==> src/hw/rtl/psfp_pkg.sv <==
// ----------------------------------------------------------------------------
// Particulate sensor frame parser package
// Shared constants, operation codes and queue entry type.
// ----------------------------------------------------------------------------
package psfp_pkg;

    localparam logic [7:0] HDR_FIRST  = 8'h42;
    localparam logic [7:0] HDR_SECOND = 8'h4D;

    // Frame offsets, five bits cover a 32-byte frame.
    localparam logic [4:0] POS_HUNT   = 5'd0;
    localparam logic [4:0] POS_HDR2   = 5'd1;
    localparam logic [4:0] SUM_END    = 5'd30;
    localparam logic [4:0] FRAME_LAST = 5'd31;
    localparam logic [4:0] POS_PM1    = 5'd11;
    localparam logic [4:0] POS_PM25   = 5'd13;
    localparam logic [4:0] POS_PM10   = 5'd15;
    localparam logic [4:0] POS_TEMP   = 5'd25;
    localparam logic [4:0] POS_HUMID  = 5'd27;

    localparam int QDEPTH = 4;
    localparam int QPTR_W = $clog2(QDEPTH);

    typedef enum logic [1:0] {
        OP_START = 2'd0,   // first header byte: restart the sum
        OP_BODY  = 2'd1,   // ordinary frame byte: sum and capture
        OP_CHECK = 2'd2    // last byte: compare checksum and emit
    } t_op;

    typedef struct packed {
        t_op        op;
        logic [4:0] pos;
        logic [7:0] data;
    } t_qent;

    typedef struct packed {
        logic [15:0] humidity_tenths;
        logic [15:0] temperature_tenths;
        logic [15:0] pm10;
        logic [15:0] pm2_5;
        logic [15:0] pm1_0;
    } t_result;

endpackage

==> src/hw/rtl/psfp_front.sv <==
// ----------------------------------------------------------------------------
// Frame parser front end
// Tracks the frame offset, hunts for the header and classifies each byte.
// ----------------------------------------------------------------------------
module psfp_front import psfp_pkg::*; (
    input  logic       i_clk,
    input  logic       i_rst_n,
    input  logic       i_valid,
    output logic       o_ready,
    input  logic [7:0] i_byte,
    input  logic       i_q_full,
    output logic       o_push,
    output t_qent      o_entry
);

    logic [4:0] r_pos;
    logic [4:0] n_pos;
    logic       accept;

    assign o_ready = !i_q_full;
    assign accept  = i_valid && !i_q_full;

    always_comb begin
        n_pos         = r_pos;
        o_push        = 1'b0;
        o_entry.op    = OP_BODY;
        o_entry.pos   = r_pos;
        o_entry.data  = i_byte;
        if (accept) begin
            if (r_pos == POS_HUNT) begin
                if (i_byte == HDR_FIRST) begin
                    o_push     = 1'b1;
                    o_entry.op = OP_START;
                    n_pos      = POS_HDR2;
                end
            end else if (r_pos == POS_HDR2) begin
                if (i_byte == HDR_SECOND) begin
                    o_push = 1'b1;
                    n_pos  = r_pos + 5'd1;
                end else if (i_byte == HDR_FIRST) begin
                    o_push     = 1'b1;
                    o_entry.op = OP_START;
                    n_pos      = POS_HDR2;
                end else begin
                    n_pos = POS_HUNT;
                end
            end else if (r_pos == FRAME_LAST) begin
                o_push     = 1'b1;
                o_entry.op = OP_CHECK;
                n_pos      = POS_HUNT;
            end else begin
                o_push = 1'b1;
                n_pos  = r_pos + 5'd1;
            end
        end
    end

    always_ff @(posedge i_clk) begin
        if (!i_rst_n) begin
            r_pos <= POS_HUNT;
        end else begin
            r_pos <= n_pos;
        end
    end

endmodule

==> src/hw/rtl/psfp_queue.sv <==
// ----------------------------------------------------------------------------
// Frame parser operation queue
// Short first-in first-out store between the front and back ends.
// ----------------------------------------------------------------------------
module psfp_queue import psfp_pkg::*; (
    input  logic  i_clk,
    input  logic  i_rst_n,
    input  logic  i_push,
    input  t_qent i_entry,
    output logic  o_full,
    input  logic  i_pop,
    output logic  o_valid,
    output t_qent o_entry
);

    t_qent             r_mem [QDEPTH];
    logic [QPTR_W-1:0] r_wr;
    logic [QPTR_W-1:0] r_rd;
    logic [QPTR_W:0]   r_cnt;

    assign o_full  = (r_cnt == (QPTR_W+1)'(QDEPTH));
    assign o_valid = (r_cnt != '0);
    assign o_entry = r_mem[r_rd];

    always_ff @(posedge i_clk) begin
        if (i_push) begin
            r_mem[r_wr] <= i_entry;
        end
    end

    always_ff @(posedge i_clk) begin
        if (!i_rst_n) begin
            r_wr  <= '0;
            r_rd  <= '0;
            r_cnt <= '0;
        end else begin
            if (i_push) begin
                r_wr <= r_wr + 1'b1;
            end
            if (i_pop) begin
                r_rd <= r_rd + 1'b1;
            end
            case ({i_push, i_pop})
                2'b10:   r_cnt <= r_cnt + 1'b1;
                2'b01:   r_cnt <= r_cnt - 1'b1;
                default: r_cnt <= r_cnt;
            endcase
        end
    end

endmodule

==> src/hw/rtl/psfp_back.sv <==
// ----------------------------------------------------------------------------
// Frame parser back end
// Keeps the running sum and captured words, checks the checksum, holds result.
// ----------------------------------------------------------------------------
module psfp_back import psfp_pkg::*; (
    input  logic    i_clk,
    input  logic    i_rst_n,
    input  logic    i_q_valid,
    input  t_qent   i_entry,
    output logic    o_pop,
    output logic    o_valid,
    input  logic    i_ready,
    output t_result o_result
);

    logic [15:0] r_sum;
    logic [7:0]  r_hold;
    t_result     r_cap;
    t_result     r_out;
    logic        r_out_valid;
    logic        out_free;
    logic        load;
    logic [15:0] word;

    assign out_free = !r_out_valid || i_ready;
    assign o_pop    = i_q_valid && ((i_entry.op != OP_CHECK) || out_free);
    assign word     = {r_hold, i_entry.data};
    assign load     = o_pop && (i_entry.op == OP_CHECK) && (word == r_sum);
    assign o_valid  = r_out_valid;
    assign o_result = r_out;

    always_ff @(posedge i_clk) begin
        if (o_pop) begin
            case (i_entry.op)
                OP_START: begin
                    r_sum <= {8'd0, i_entry.data};
                end
                OP_BODY: begin
                    if (i_entry.pos < SUM_END) begin
                        r_sum <= r_sum + {8'd0, i_entry.data};
                    end
                    if (!i_entry.pos[0]) begin
                        r_hold <= i_entry.data;
                    end else begin
                        case (i_entry.pos)
                            POS_PM1:   r_cap.pm1_0              <= word;
                            POS_PM25:  r_cap.pm2_5              <= word;
                            POS_PM10:  r_cap.pm10               <= word;
                            POS_TEMP:  r_cap.temperature_tenths <= word;
                            POS_HUMID: r_cap.humidity_tenths    <= word;
                            default:   r_cap                    <= r_cap;
                        endcase
                    end
                end
                default: begin
                    r_sum <= r_sum;
                end
            endcase
        end
        if (load) begin
            r_out <= r_cap;
        end
    end

    always_ff @(posedge i_clk) begin
        if (!i_rst_n) begin
            r_out_valid <= 1'b0;
        end else if (load) begin
            r_out_valid <= 1'b1;
        end else if (i_ready) begin
            r_out_valid <= 1'b0;
        end
    end

endmodule

==> src/hw/rtl/particulate_sensor_frame_parser.sv <==
// ----------------------------------------------------------------------------
// Particulate sensor frame parser
// Finds 32-byte sensor frames in a received byte stream and reports readings.
// ----------------------------------------------------------------------------
// The block takes one received serial byte per beat on the slave side and
// accepts a byte in every clock cycle while its internal queue has room, so
// the sustained rate is one byte per cycle. It hunts for the header bytes
// 0x42 0x4D, then counts through the 32-byte frame, summing bytes 0 to 29
// modulo 65536 and capturing the big-endian words at offsets 10, 12, 14, 24
// and 26. When the last byte arrives the trailing checksum is compared with
// the sum: on a match one result beat leaves on the master side, carrying
// PM1.0, PM2.5, PM10 and raw temperature and humidity in tenths; on a
// mismatch the frame is dropped silently and hunting resumes with the next
// byte. Header-like bytes inside a frame are plain data. A front end tracks
// the frame offset and classifies each byte, a four-entry queue decouples it
// from the back end, which does the summing, capturing and checking. When the
// queue holds nothing older, the last byte of a frame is registered in the
// queue and then its result in an output register, where it is held, so
// bytes keep flowing while a result waits to be taken; only a second result
// that finds the output register still full stalls the back end, and the
// input then stalls once the queue fills.
// ----------------------------------------------------------------------------
module particulate_sensor_frame_parser import psfp_pkg::*; (
    input  logic        i_clk,
    input  logic        i_rst_n,
    input  logic        s_axis_tvalid,
    output logic        s_axis_tready,
    input  logic [7:0]  s_axis_tdata,   // [7:0] rx_byte
    output logic        m_axis_tvalid,
    input  logic        m_axis_tready,
    output logic [79:0] m_axis_tdata    // [15:0] pm1_0, [31:16] pm2_5,
                                        // [47:32] pm10, [63:48] temperature_tenths,
                                        // [79:64] humidity_tenths
);

    logic    q_full;
    logic    q_push;
    t_qent   q_in;
    logic    q_pop;
    logic    q_valid;
    t_qent   q_out;
    t_result result;

    psfp_front u_front (
        .i_clk   (i_clk),
        .i_rst_n (i_rst_n),
        .i_valid (s_axis_tvalid),
        .o_ready (s_axis_tready),
        .i_byte  (s_axis_tdata),
        .i_q_full(q_full),
        .o_push  (q_push),
        .o_entry (q_in)
    );

    psfp_queue u_queue (
        .i_clk   (i_clk),
        .i_rst_n (i_rst_n),
        .i_push  (q_push),
        .i_entry (q_in),
        .o_full  (q_full),
        .i_pop   (q_pop),
        .o_valid (q_valid),
        .o_entry (q_out)
    );

    psfp_back u_back (
        .i_clk    (i_clk),
        .i_rst_n  (i_rst_n),
        .i_q_valid(q_valid),
        .i_entry  (q_out),
        .o_pop    (q_pop),
        .o_valid  (m_axis_tvalid),
        .i_ready  (m_axis_tready),
        .o_result (result)
    );

    // The result struct is declared highest field first, so it packs with
    // PM1.0 in the lowest bits.
    assign m_axis_tdata = result;

endmodule

==> config.mk <==
export PLATFORM = sky130hd
export DESIGN_NAME = particulate_sensor_frame_parser
export DESIGN_NICKNAME = d
export VERILOG_FILES = /design/src/hw/rtl/psfp_pkg.sv /design/src/hw/rtl/psfp_front.sv /design/src/hw/rtl/psfp_queue.sv /design/src/hw/rtl/psfp_back.sv /design/src/hw/rtl/particulate_sensor_frame_parser.sv
export SDC_FILE = /design/constraint.sdc
export NUM_CORES = 1
export LEC_CHECK = 0
export ABC_AREA = 1
export BUFFER_PORTS_ARGS = -buffer_cell sky130_fd_sc_hd__clkbuf_2
export CAP_MARGIN = 20
export CORE_ASPECT_RATIO = 1.25
export CORE_MARGIN = 8
export CORE_UTILIZATION = 58
export DETAILED_ROUTE_END_ITERATION = 8
export GPL_ROUTABILITY_DRIVEN = 0
export PLACE_DENSITY = 0.76
export SLEW_MARGIN = 20
export SYNTH_ARGS = -nofsm -noshare
export SYNTH_HDL_FRONTEND = slang
export SYNTH_SLANG_ARGS = --single-unit
==> constraint.sdc <==
create_clock -name i_clk -period 7.19 [get_ports i_clk]
set_input_delay 1.438 -clock i_clk [delete_from_list [all_inputs] [get_ports i_clk]]
set_output_delay 1.438 -clock i_clk [all_outputs]
set_load 0.05 [all_outputs]
======== Word level (Yosys, flattened, before mapping) ========
Memories as Yosys holds them, arrays and structs flattened. A register that Yosys moved wholly into a read port is not among the register bits.
Cells that the tools add are included.
cells by class
  reduce and logical (&&, ||, !) cells .... 22
  mux-type cells .......................... 26
  bitwise logic cells ..................... 1
  order comparisons ....................... 1
  equality and inequality tests ........... 18
  $add $sub $neg .......................... 6
operators with widths
  operator               number
  $pmux W16 S2           1
  $mux W5                5
  $reduce_and A4 Y1      5
  $add A16 B8 Y16        1
  $eq A16 B16 Y1         1
  $eq A8 B7 Y1 const B   2
  $mux W16               1
  $eq A5 B4 Y1 const B   3
  $eq A5 B5 Y1 const B   3
  $mux W2                7
  $mux W1                11
  $pmux W3 S2            1
  $reduce_and A3 Y1      2
  $reduce_bool A2 Y1     3
  $add A5 B1 Y5 const B  1
  $eq A5 B1 Y1 const B   1
  $logic_not A5 Y1       1
  $lt A5 B5 Y1 const B   1
  $add A2 B1 Y2 const B  2
  $eq A2 B1 Y1 const B   2
  $eq A2 B2 Y1 const B   2
  $logic_and A1 B1 Y1    4
  $ne A2 B2 Y1 const B   2
  $add A3 B1 Y3 const B  1
  9 further kinds        11
storage, ports and cells
  memories kept ........................... 1
  register bits after elaboration ......... 197
  bits in writable memories ............... 60
memories
  name           words  bits a word  read ports  clocked after memory_dff  wr ports  line              text
  u_queue.r_mem  4      15           1           1                         1         psfp_queue.sv:16  t_qent r_mem [QDEPTH];

======== Longest topological paths before layout ========
Gate-level depths: netlist (run 1).
  depth after elaboration ................. 8
  mapped depth ............................ 15

======== Hierarchy ========
A second synthesis (run 1) with hierarchy kept.
unflattened totals
  cell total of the unflattened synthesis .. 716
  area total of the unflattened synthesis .. 10039.6 um^2
by module, submodules not included
  module      instances  cells each  area an instance (um^2)
  psfp_back   1          429         6671.4
  psfp_queue  1          202         2786.4
  psfp_front  1          85          581.8

======== Worst setup path before layout (run 1) ========
No wires, ideal clock.
  path kind ............................... register -> register
  from .................................... register with a tool-made name
  to ...................................... register u_back.r_out, in the netlist u_back.o_result[0], enable pin
  path buffers ............................ 2
  data arrival time ....................... 5.325 ns
  stages on the path, launching flop included .. 13
  clock period less this slack ............ 5.844 ns
  setup slack ............................. 1.346 ns
  required time ........................... 6.671 ns
  cell sequence ........................... dfxtp_1 > buf_6 > buf_2 > o21ai_0 > o22ai_1 > ha_1 > nor2_1 > nand3_1 > nor2_1 > nand2_1 > nor2_1 > nand3_1 > nor2_1
RTL lines
  element               line             text
  end signal, assigned  psfp_back.sv:61  r_out <= r_cap;
  end, declared         psfp_back.sv:19  t_result r_out;

==> impl_metrics.csv, run 1 <==
group,metric,value,unit
worst_setup_path,reg2reg_depth,12,
synthesis,synth_area_per_cell,14.07,um^2
timing,tns,0,ns
timing,setup_viol,0,
timing,finClkSkew,0.01179,ns
global_routing,grt_pass1_vias,5671,
detailed_routing,wire_per_inst,17.08,um
final_layout,fin_nets,843,
run_status,outcome,"finished clean",
worst_setup_path,critical_path_arrival,4.38,ns
floorplan,fp.coreArea,16710,um^2
synthesis,yosysTopAreaCell,"edfxtp_1",
worst_setup_path,worstPathRequired,7.31,ns
clock_tree,ctsHoldBuffers,0,
synthesis,synth_area,9818,um^2
worst_setup_path,crit_path_end_kind,"register",
clock_tree,root_buffer,"clkbuf_16",
final_layout,fillCellCount,1166,
global_routing,grt_antenna_before_repair,0,
floorplan,io_pins,94,
detailed_routing,wirelength,17900,um
global_routing,grt_max_degree,81,
min_path,hold_depth,0,
clock_tree,post_cts_buffers,0,
detailed_routing,ant_nets,0,
timing,hold_ws,0.4137,ns
detailed_routing,avgViaCountPerCell,5.371,
placement,dp_hpwl,12090,um
floorplan,die_w,132.4,um
timing,final.period_utilization,59.32,%
min_path,min-delay-start,"u_back.r_cap[2]",
floorplan,die_h,161.5,um
worst_setup_path,worstSetupPathType,"register to register",
final_layout,final_layout_size_suffix_gt1_share,19.44,%
timing,layout_min_cycle_time,4.265,ns
global_routing,grt_pass1_wl,28360,um
worst_setup_path,r2r_end,"u_back.o_result[3]",
synthesis,yosys-top-cells-area,"edfxtp_1 75%, nand2_1 4.7%, nor2_1 3.2%",
worst_setup_path,r2r_setup_slack,2.92,ns
clock_tree,clock_path_buffers,3,
synthesis,synthCells,698,
synthesis,ys.flop_type,"edfxtp_1",
clock_tree,cts_tree,"built",
timing,hold_viol,0,
synthesis,yosysWarnings,0,
detailed_routing,drc_errors,0,
clock_tree,cts_sinks,259,
floorplan,rows,53,
pwr,p_leak,4.203,nW
clock_tree,cts.clk_slew.worst_paths,0.07,ns
synthesis,async_flop_share,0,%
worst_setup_path,critPathMaxStageDelay,0.92,ns
clock_tree,insertion_delay,0.50,ns
pwr,p_per_area,397.4,nW/um^2
placement,portBuffers,93,
detailed_routing,via_count,5629,
final_layout,seq_area,7627,um^2
worst_setup_path,path_cells,"inv_2 > o21ai_0 > o22ai_1 > ha_1 > nor2_1 > nand2_1 > nor2_1 > nand2_1 > nor2_1 > nand3_1 > nor2_4 > buf_4",
timing,rsz0062_at_grt,"false",
worst_setup_path,path_max_fanout,80,
pwr,ir_drop,207.9,uV
detailed_routing,first_pass_iters,5,
synthesis,synth_edf_count,244,
synthesis,yosysUniqueCellTypes,36,
timing,relSlewSlack,25.57,%
detailed_routing,drt_iter0_markers,426,
final_layout,multi_input_area,1923,um^2
floorplan,dieArea,21370,um^2
synthesis,yosys.area.top_type_share,74.63,%
timing,worst_pin_slew,1.115,ns
final_layout,antenna_cells,0,
clock_tree,numCtsBuffers,23,
synthesis,syn-num-nets,729,
job,drv_cap,0,
final_layout,syn_to_final_growth,15.66,%
clock_tree,htreeDepth,1,
global_routing,grt-ovfl-total,0,
synthesis,synth.yosys.seq_area_share,77.69,%
synthesis,synthTopCellsByCount,"244 x edfxtp_1, 122 x nand2_1, 84 x nor2_1",
min_path,hold_path.class,"register to register",
timing,fmax,0.2345,GHz
global_routing,grt_usage,16.53,%
worst_setup_path,cpMaxStageDelayCell,"dfxtp_1",
floorplan,initial_core_util,58.75,%
timing,slew_violations,0,
synthesis,ys_ff_latch,259,
synthesis,synth.most_common_cell,"edfxtp_1",
clock_tree,cts_resized,0,
worst_setup_path,crit_top_cell,"nor2_1",
min_path,hold_end,"u_back.o_result[2]",
worst_setup_path,startpoint_type,"register",
state kept, by name (all words and copies together), names as in the netlist, named ones only:
signal           count
u_back.o_result     80
u_back.r_cap        80
u_back.r_hold        8
u_queue.r_mem       60
u_queue.r_cnt        3
u_queue.r_rd         2
u_back.o_valid       1
u_queue.r_wr         2
u_front.r_pos        5
u_back.r_sum        16
final cells by class:
class	instances	share of cell area, %
Clock buffer	30	5.476
Clock inverter	11	1.631
Inverter	56	1.873
Multi-Input combinational cell	373	16.93
Sequential cell	259	67.17
Tap cell	220	2.424
Timing Repair Buffer	99	4.495
where the power goes:
group,leakage (nW),internal [mW],switching (mW)
clock network,0.392,0.790,0.495
registers,2.34,1.91,0.124
logic,1.47,0.370,0.827
total,4.20,3.07,1.45
metal layers:
metal | global-route usage, % | share of wire, % | wire length (um)
met1 | 17.52 | 36 | 6478
met2 | 30.61 | 54 | 9583
met3 | 3.978 | 7.2 | 1294
met4 | 6.984 | 3.0 | 542
met5 | 0 | 0 | 0
kinds of logic (layout without fill, tap and decap cells):
kind of cell               after synthesis  in the layout  synth area share (%)
DFF                                    259            259                 77.69
and+or+nand+nor                        271            271                 11.93
buffers and inverters                   66            196                 2.982
adders and majority gates               19             19                 2.574
xor gates and xnor gates                 9              9                0.8029
AOI/OAI and AO/OA                       74             74                 4.027
worst max-delay path by stage:
stage                                     end  slack [ns]  depth (start not counted)
after CTS                 u_back.o_result[60]        2.95                         12
after detailed placement  u_back.o_result[33]        2.94                         12
after global routing      u_back.o_result[51]        2.45                         12
final                      u_back.o_result[3]        2.92                         12
after global placement    u_back.o_result[53]        3.18                         12
after floorplan            u_back.o_result[0]        1.35                         12
cell usage in the layout (no fill, tap or decap), types with 2 or more instances in the layout:
cell type	n
a21oi_1	22
clkbuf_2	93
fa_1	2
or2_2	2
clkbuf_16	23
buf_4	6
inv_2	2
nand2_1	122
clkbuf_1	5
edfxtp_1	244
nor2_2	5
and2_1	3
nand4_1	3
clkbuf_8	2
inv_1	53
xor2_1	8
nand2_2	7
o22ai_1	8
nand3_2	2
nand3_1	36
a31oi_1	3
clkinv_2	3
nor2_1	78
nor2_4	3
nand2_4	2
dfxtp_1	15
bufinv_16	5
ha_1	17
nor3_1	4
o21ai_0	37
metrics by stage:
step                power (mW)  util [%]  instances  worst slack (ns)  instance area (um^2)
floorplan                2.940         -        698             1.346                  9818
global placement         3.160     63.10       1007             3.176                 10540
detailed placement       3.227     63.10       1007             2.939                 10540
CTS                      4.510     67.92       1048             2.947                 11350
global route             4.764     67.95       1048             2.451                 11360
finish                   4.513     67.95       1048             2.925                 11360
critical path: cells and delay by family, from the launching register on:
kind                     cells  cell delay [ns]
buffers and inverters        2             1.16
flip-flops                   1             0.92
AND/OR/NAND/NOR              7             0.75
AO/OA/AOI/OAI                2             0.55
adder cells (fa/ha/maj)      1             0.45
No activity file was read; power rests on OpenSTA's default activity.
==> run 2, diff against run 1 <==
Settings changed: ABC_AREA 1 to 0.
Clock period 7.19 ns to 4.1 ns, I/O delays scaled along.
==> impl_metrics.csv, run 2 <==
group,metric,value,unit
run_status,outcome,"finished clean",
min_path,hold_path.class,"register to register",
worst_setup_path,critPathMaxStageDelay,0.68,ns
floorplan,die_w,130.4,um
worst_setup_path,worst-path-buf-inv,1,
pwr,intPower,4.558,mW
floorplan,dieArea,20750,um^2
timing,relSlewSlack,50.17,%
timing,final.period_utilization,89.63,%
worst_setup_path,r2r_end,"u_back.o_result[53]",
job,drv_cap,0,
global_routing,grt-ovfl-total,0,
placement,dp_worst_setup_slack,0.4562,ns
global_routing,grt_pass1_wl,27370,um
detailed_routing,drc_errors,0,
floorplan,rows,52,
timing,worst_pin_slew,0.7370,ns
pwr,power_frac_comb,15.1,%
final_layout,fin_cells,853,
pwr,p_switching,1.520,mW
synthesis,yosys-top-cells-area,"edfxtp_1 77%, mux4_2 3.3%, dfxtp_1 3.2%",
timing,slew_violations,0,
clock_tree,ctsHoldBuffers,0,
floorplan,initial_core_util,58.84,%
clock_tree,cts_resized,0,
global_routing,grt_pass1_vias,5047,
pwr,p_per_area,550.6,nW/um^2
final_layout,final_cell_mix,"244 x edfxtp_1, 93 x clkbuf_2, 25 x nor2_1",
timing,setup_slack,0.4253,ns
clock_tree,insertion_delay,0.51,ns
worst_setup_path,path_max_fanout,33,
placement,dp_hpwl,11650,um
synthesis,synthTopCellsByCount,"244 x edfxtp_1, 29 x nor2_1, 18 x nand2_1",
pwr,sw_frac_of_total,25.01,%
placement,portBuffers,93,
worst_setup_path,r2r_setup_slack,0.43,ns
pwr,ir_drop,350.6,uV
final_layout,final_layout_size_suffix_gt1_share,28.41,%
clock_tree,htreeDepth,1,
timing,finClkSkew,0.01234,ns
timing,hold_viol,0,
final_layout,fin_nets,652,
min_path,hold_depth,0,
timing,setup_viol,0,
final_layout,final_common_cell,"edfxtp_1",
clock_tree,cts.clk_slew.worst_paths,0.06,ns
final_layout,syn_to_final_growth,16.28,%
timing,rsz0062_at_grt,"false",
timing,fmax,0.2721,GHz
worst_setup_path,reg2reg_depth,7,
min_path,hold_end,"u_back.o_result[45]",
timing,tns,0,ns
synthesis,async_flop_share,0,%
worst_setup_path,worstSetupPathType,"register to register",
pwr,p_seq_share,51.3,%
synthesis,yosysTopAreaCell,"edfxtp_1",
placement,dp_cells,812,
global_routing,grt_usage,17.08,%
clock_tree,cts_sinks,259,
synthesis,ys.flop_type,"edfxtp_1",
global_routing,grt_max_degree,34,
worst_setup_path,cpMaxStageDelayCell,"mux4_2",
clock_tree,clock_path_buffers,3,
synthesis,synthCells,498,
min_path,min-delay-start,"u_back.r_cap[45]",
synthesis,yosys.area.top_type_share,77.17,%
clock_tree,root_buffer,"clkbuf_16",
detailed_routing,wirelength,17380,um
worst_setup_path,crit_path_end_kind,"register",
detailed_routing,wire_per_inst,20.38,um
detailed_routing,ant_nets,0,
timing,layout_min_cycle_time,3.675,ns
worst_setup_path,worstPathRequired,4.30,ns
synthesis,yosysUniqueCellTypes,56,
synthesis,yosysWarnings,0,
synthesis,synth.yosys.seq_area_share,80.34,%
worst_setup_path,crit_family,"simple AND/OR/NAND/NOR gates",
clock_tree,cts_tree,"built",
synthesis,synth_edf_count,244,
clock_tree,post_cts_buffers,0,
detailed_routing,via_count,4824,
synthesis,ys_ff_latch,259,
synthesis,synth.most_common_cell,"edfxtp_1",
detailed_routing,first_pass_iters,5,
final_layout,antenna_cells,0,
floorplan,io_pins,94,
detailed_routing,avgViaCountPerCell,5.655,
synthesis,synth_area,9494,um^2
pwr,clkPwrFrac,33.6,%
synthesis,synth_area_per_cell,19.06,um^2
pwr,p_leak,3.852,nW
floorplan,die_h,159.0,um
worst_setup_path,critical_path_arrival,3.88,ns
floorplan,fp.coreArea,16140,um^2
clock_tree,numCtsBuffers,23,
global_routing,grt_antenna_before_repair,0,
synthesis,syn-num-nets,529,
worst_setup_path,startpoint_type,"register",
detailed_routing,drt_iter0_markers,335,
worst_setup_path,path_cells,"mux4_2 > ha_1 > nor4_1 > nand4_1 > nor3_1 > and4_4 > buf_12",
run 2: cell types whose count changed after synthesis, moves of 5 or more:
cell	previous run	this run
nand2_1	122	18
nor2_1	84	29
inv_1	53	12
nand3_1	36	8
o21ai_0	37	9
mux4_2	0	14
xnor2_1	1	15
a21oi_1	22	12
o22ai_1	8	0
nand2_2	7	0
mux2i_1	0	5
run 2: layout make-up:
class,count,area [um^2]
Sequential cell,259,7627
Fill cell,1094,5096
Multi-Input combinational cell,217,1788
Timing Repair Buffer,108,590.6
Clock buffer,23,575.6
Tap cell,216,270.3
Clock inverter,18,142.6
Inverter,12,45.04
run 2: layer usage:
layer / GRT usage (%) / share of wire (%) / up-vias / wire (um)
met1: 18.76 / 36 / 2414 / 6211
met4: 4.814 / 2.1 / 0 / 364
met5: 0 / 0 / - / 0
met2: 32.55 / 56 / 170 / 9671
li1: - / - / 2203 / -
met3: 2.714 / 6.5 / 37 / 1137
run 2: cell families after synthesis:
group | count (synthesis) | synth area share, %
adder cells (fa/ha/maj) | 19 | 2.662
XOR/XNOR | 22 | 2.030
flip-flops | 259 | 80.34
AO/OA/AOI/OAI | 49 | 3.651
AND/OR/NAND/NOR | 104 | 5.983
buffers and inverters | 22 | 1.015
multiplexers | 23 | 4.323
run 2: worst register-to-register path, stage by stage, from the launching register on:
cell and delay [ns]:
dfxtp_1 0.65, mux4_2 0.68, ha_1 0.43, nor4_1 0.41
nand4_1 0.13, nor3_1 0.25, and4_4 0.52, buf_12 0.26
run 2: how the worst max path moves through the flow:
stage | to | cells past startpoint | startpoint
floorplan | u_back.o_result[0] | 9 | register
global placement | u_back.r_sum[14] | 8 | register
detailed placement | u_back.o_result[2] | 7 | register
CTS | u_back.o_result[56] | 7 | register
global route | u_back.o_result[3] | 7 | register
finish | u_back.o_result[53] | 7 | register
run 2: power by group through the flow:
stage,clock network [mW],logic (mW),registers (mW)
floorplan,0,0.719,3.13
global placement,0,0.855,3.17
detailed placement,0,0.898,3.17
CTS,2.08,0.911,3.12
global route,2.17,1.02,3.13
finish,2.04,0.916,3.12
run 2: through the flow:
stage                     utilization (%)  power [mW]  hold slack, ns  cell area, um^2
after detailed placement            63.97       4.072          0.4045            10320
after CTS                           68.42       6.110          0.4123            11040
after global routing                68.42       6.316          0.4223            11040
final                               68.42       6.078          0.4179            11040
after floorplan                         -       3.845          0.4003             9495
after global placement              63.97       4.024          0.4024            10320
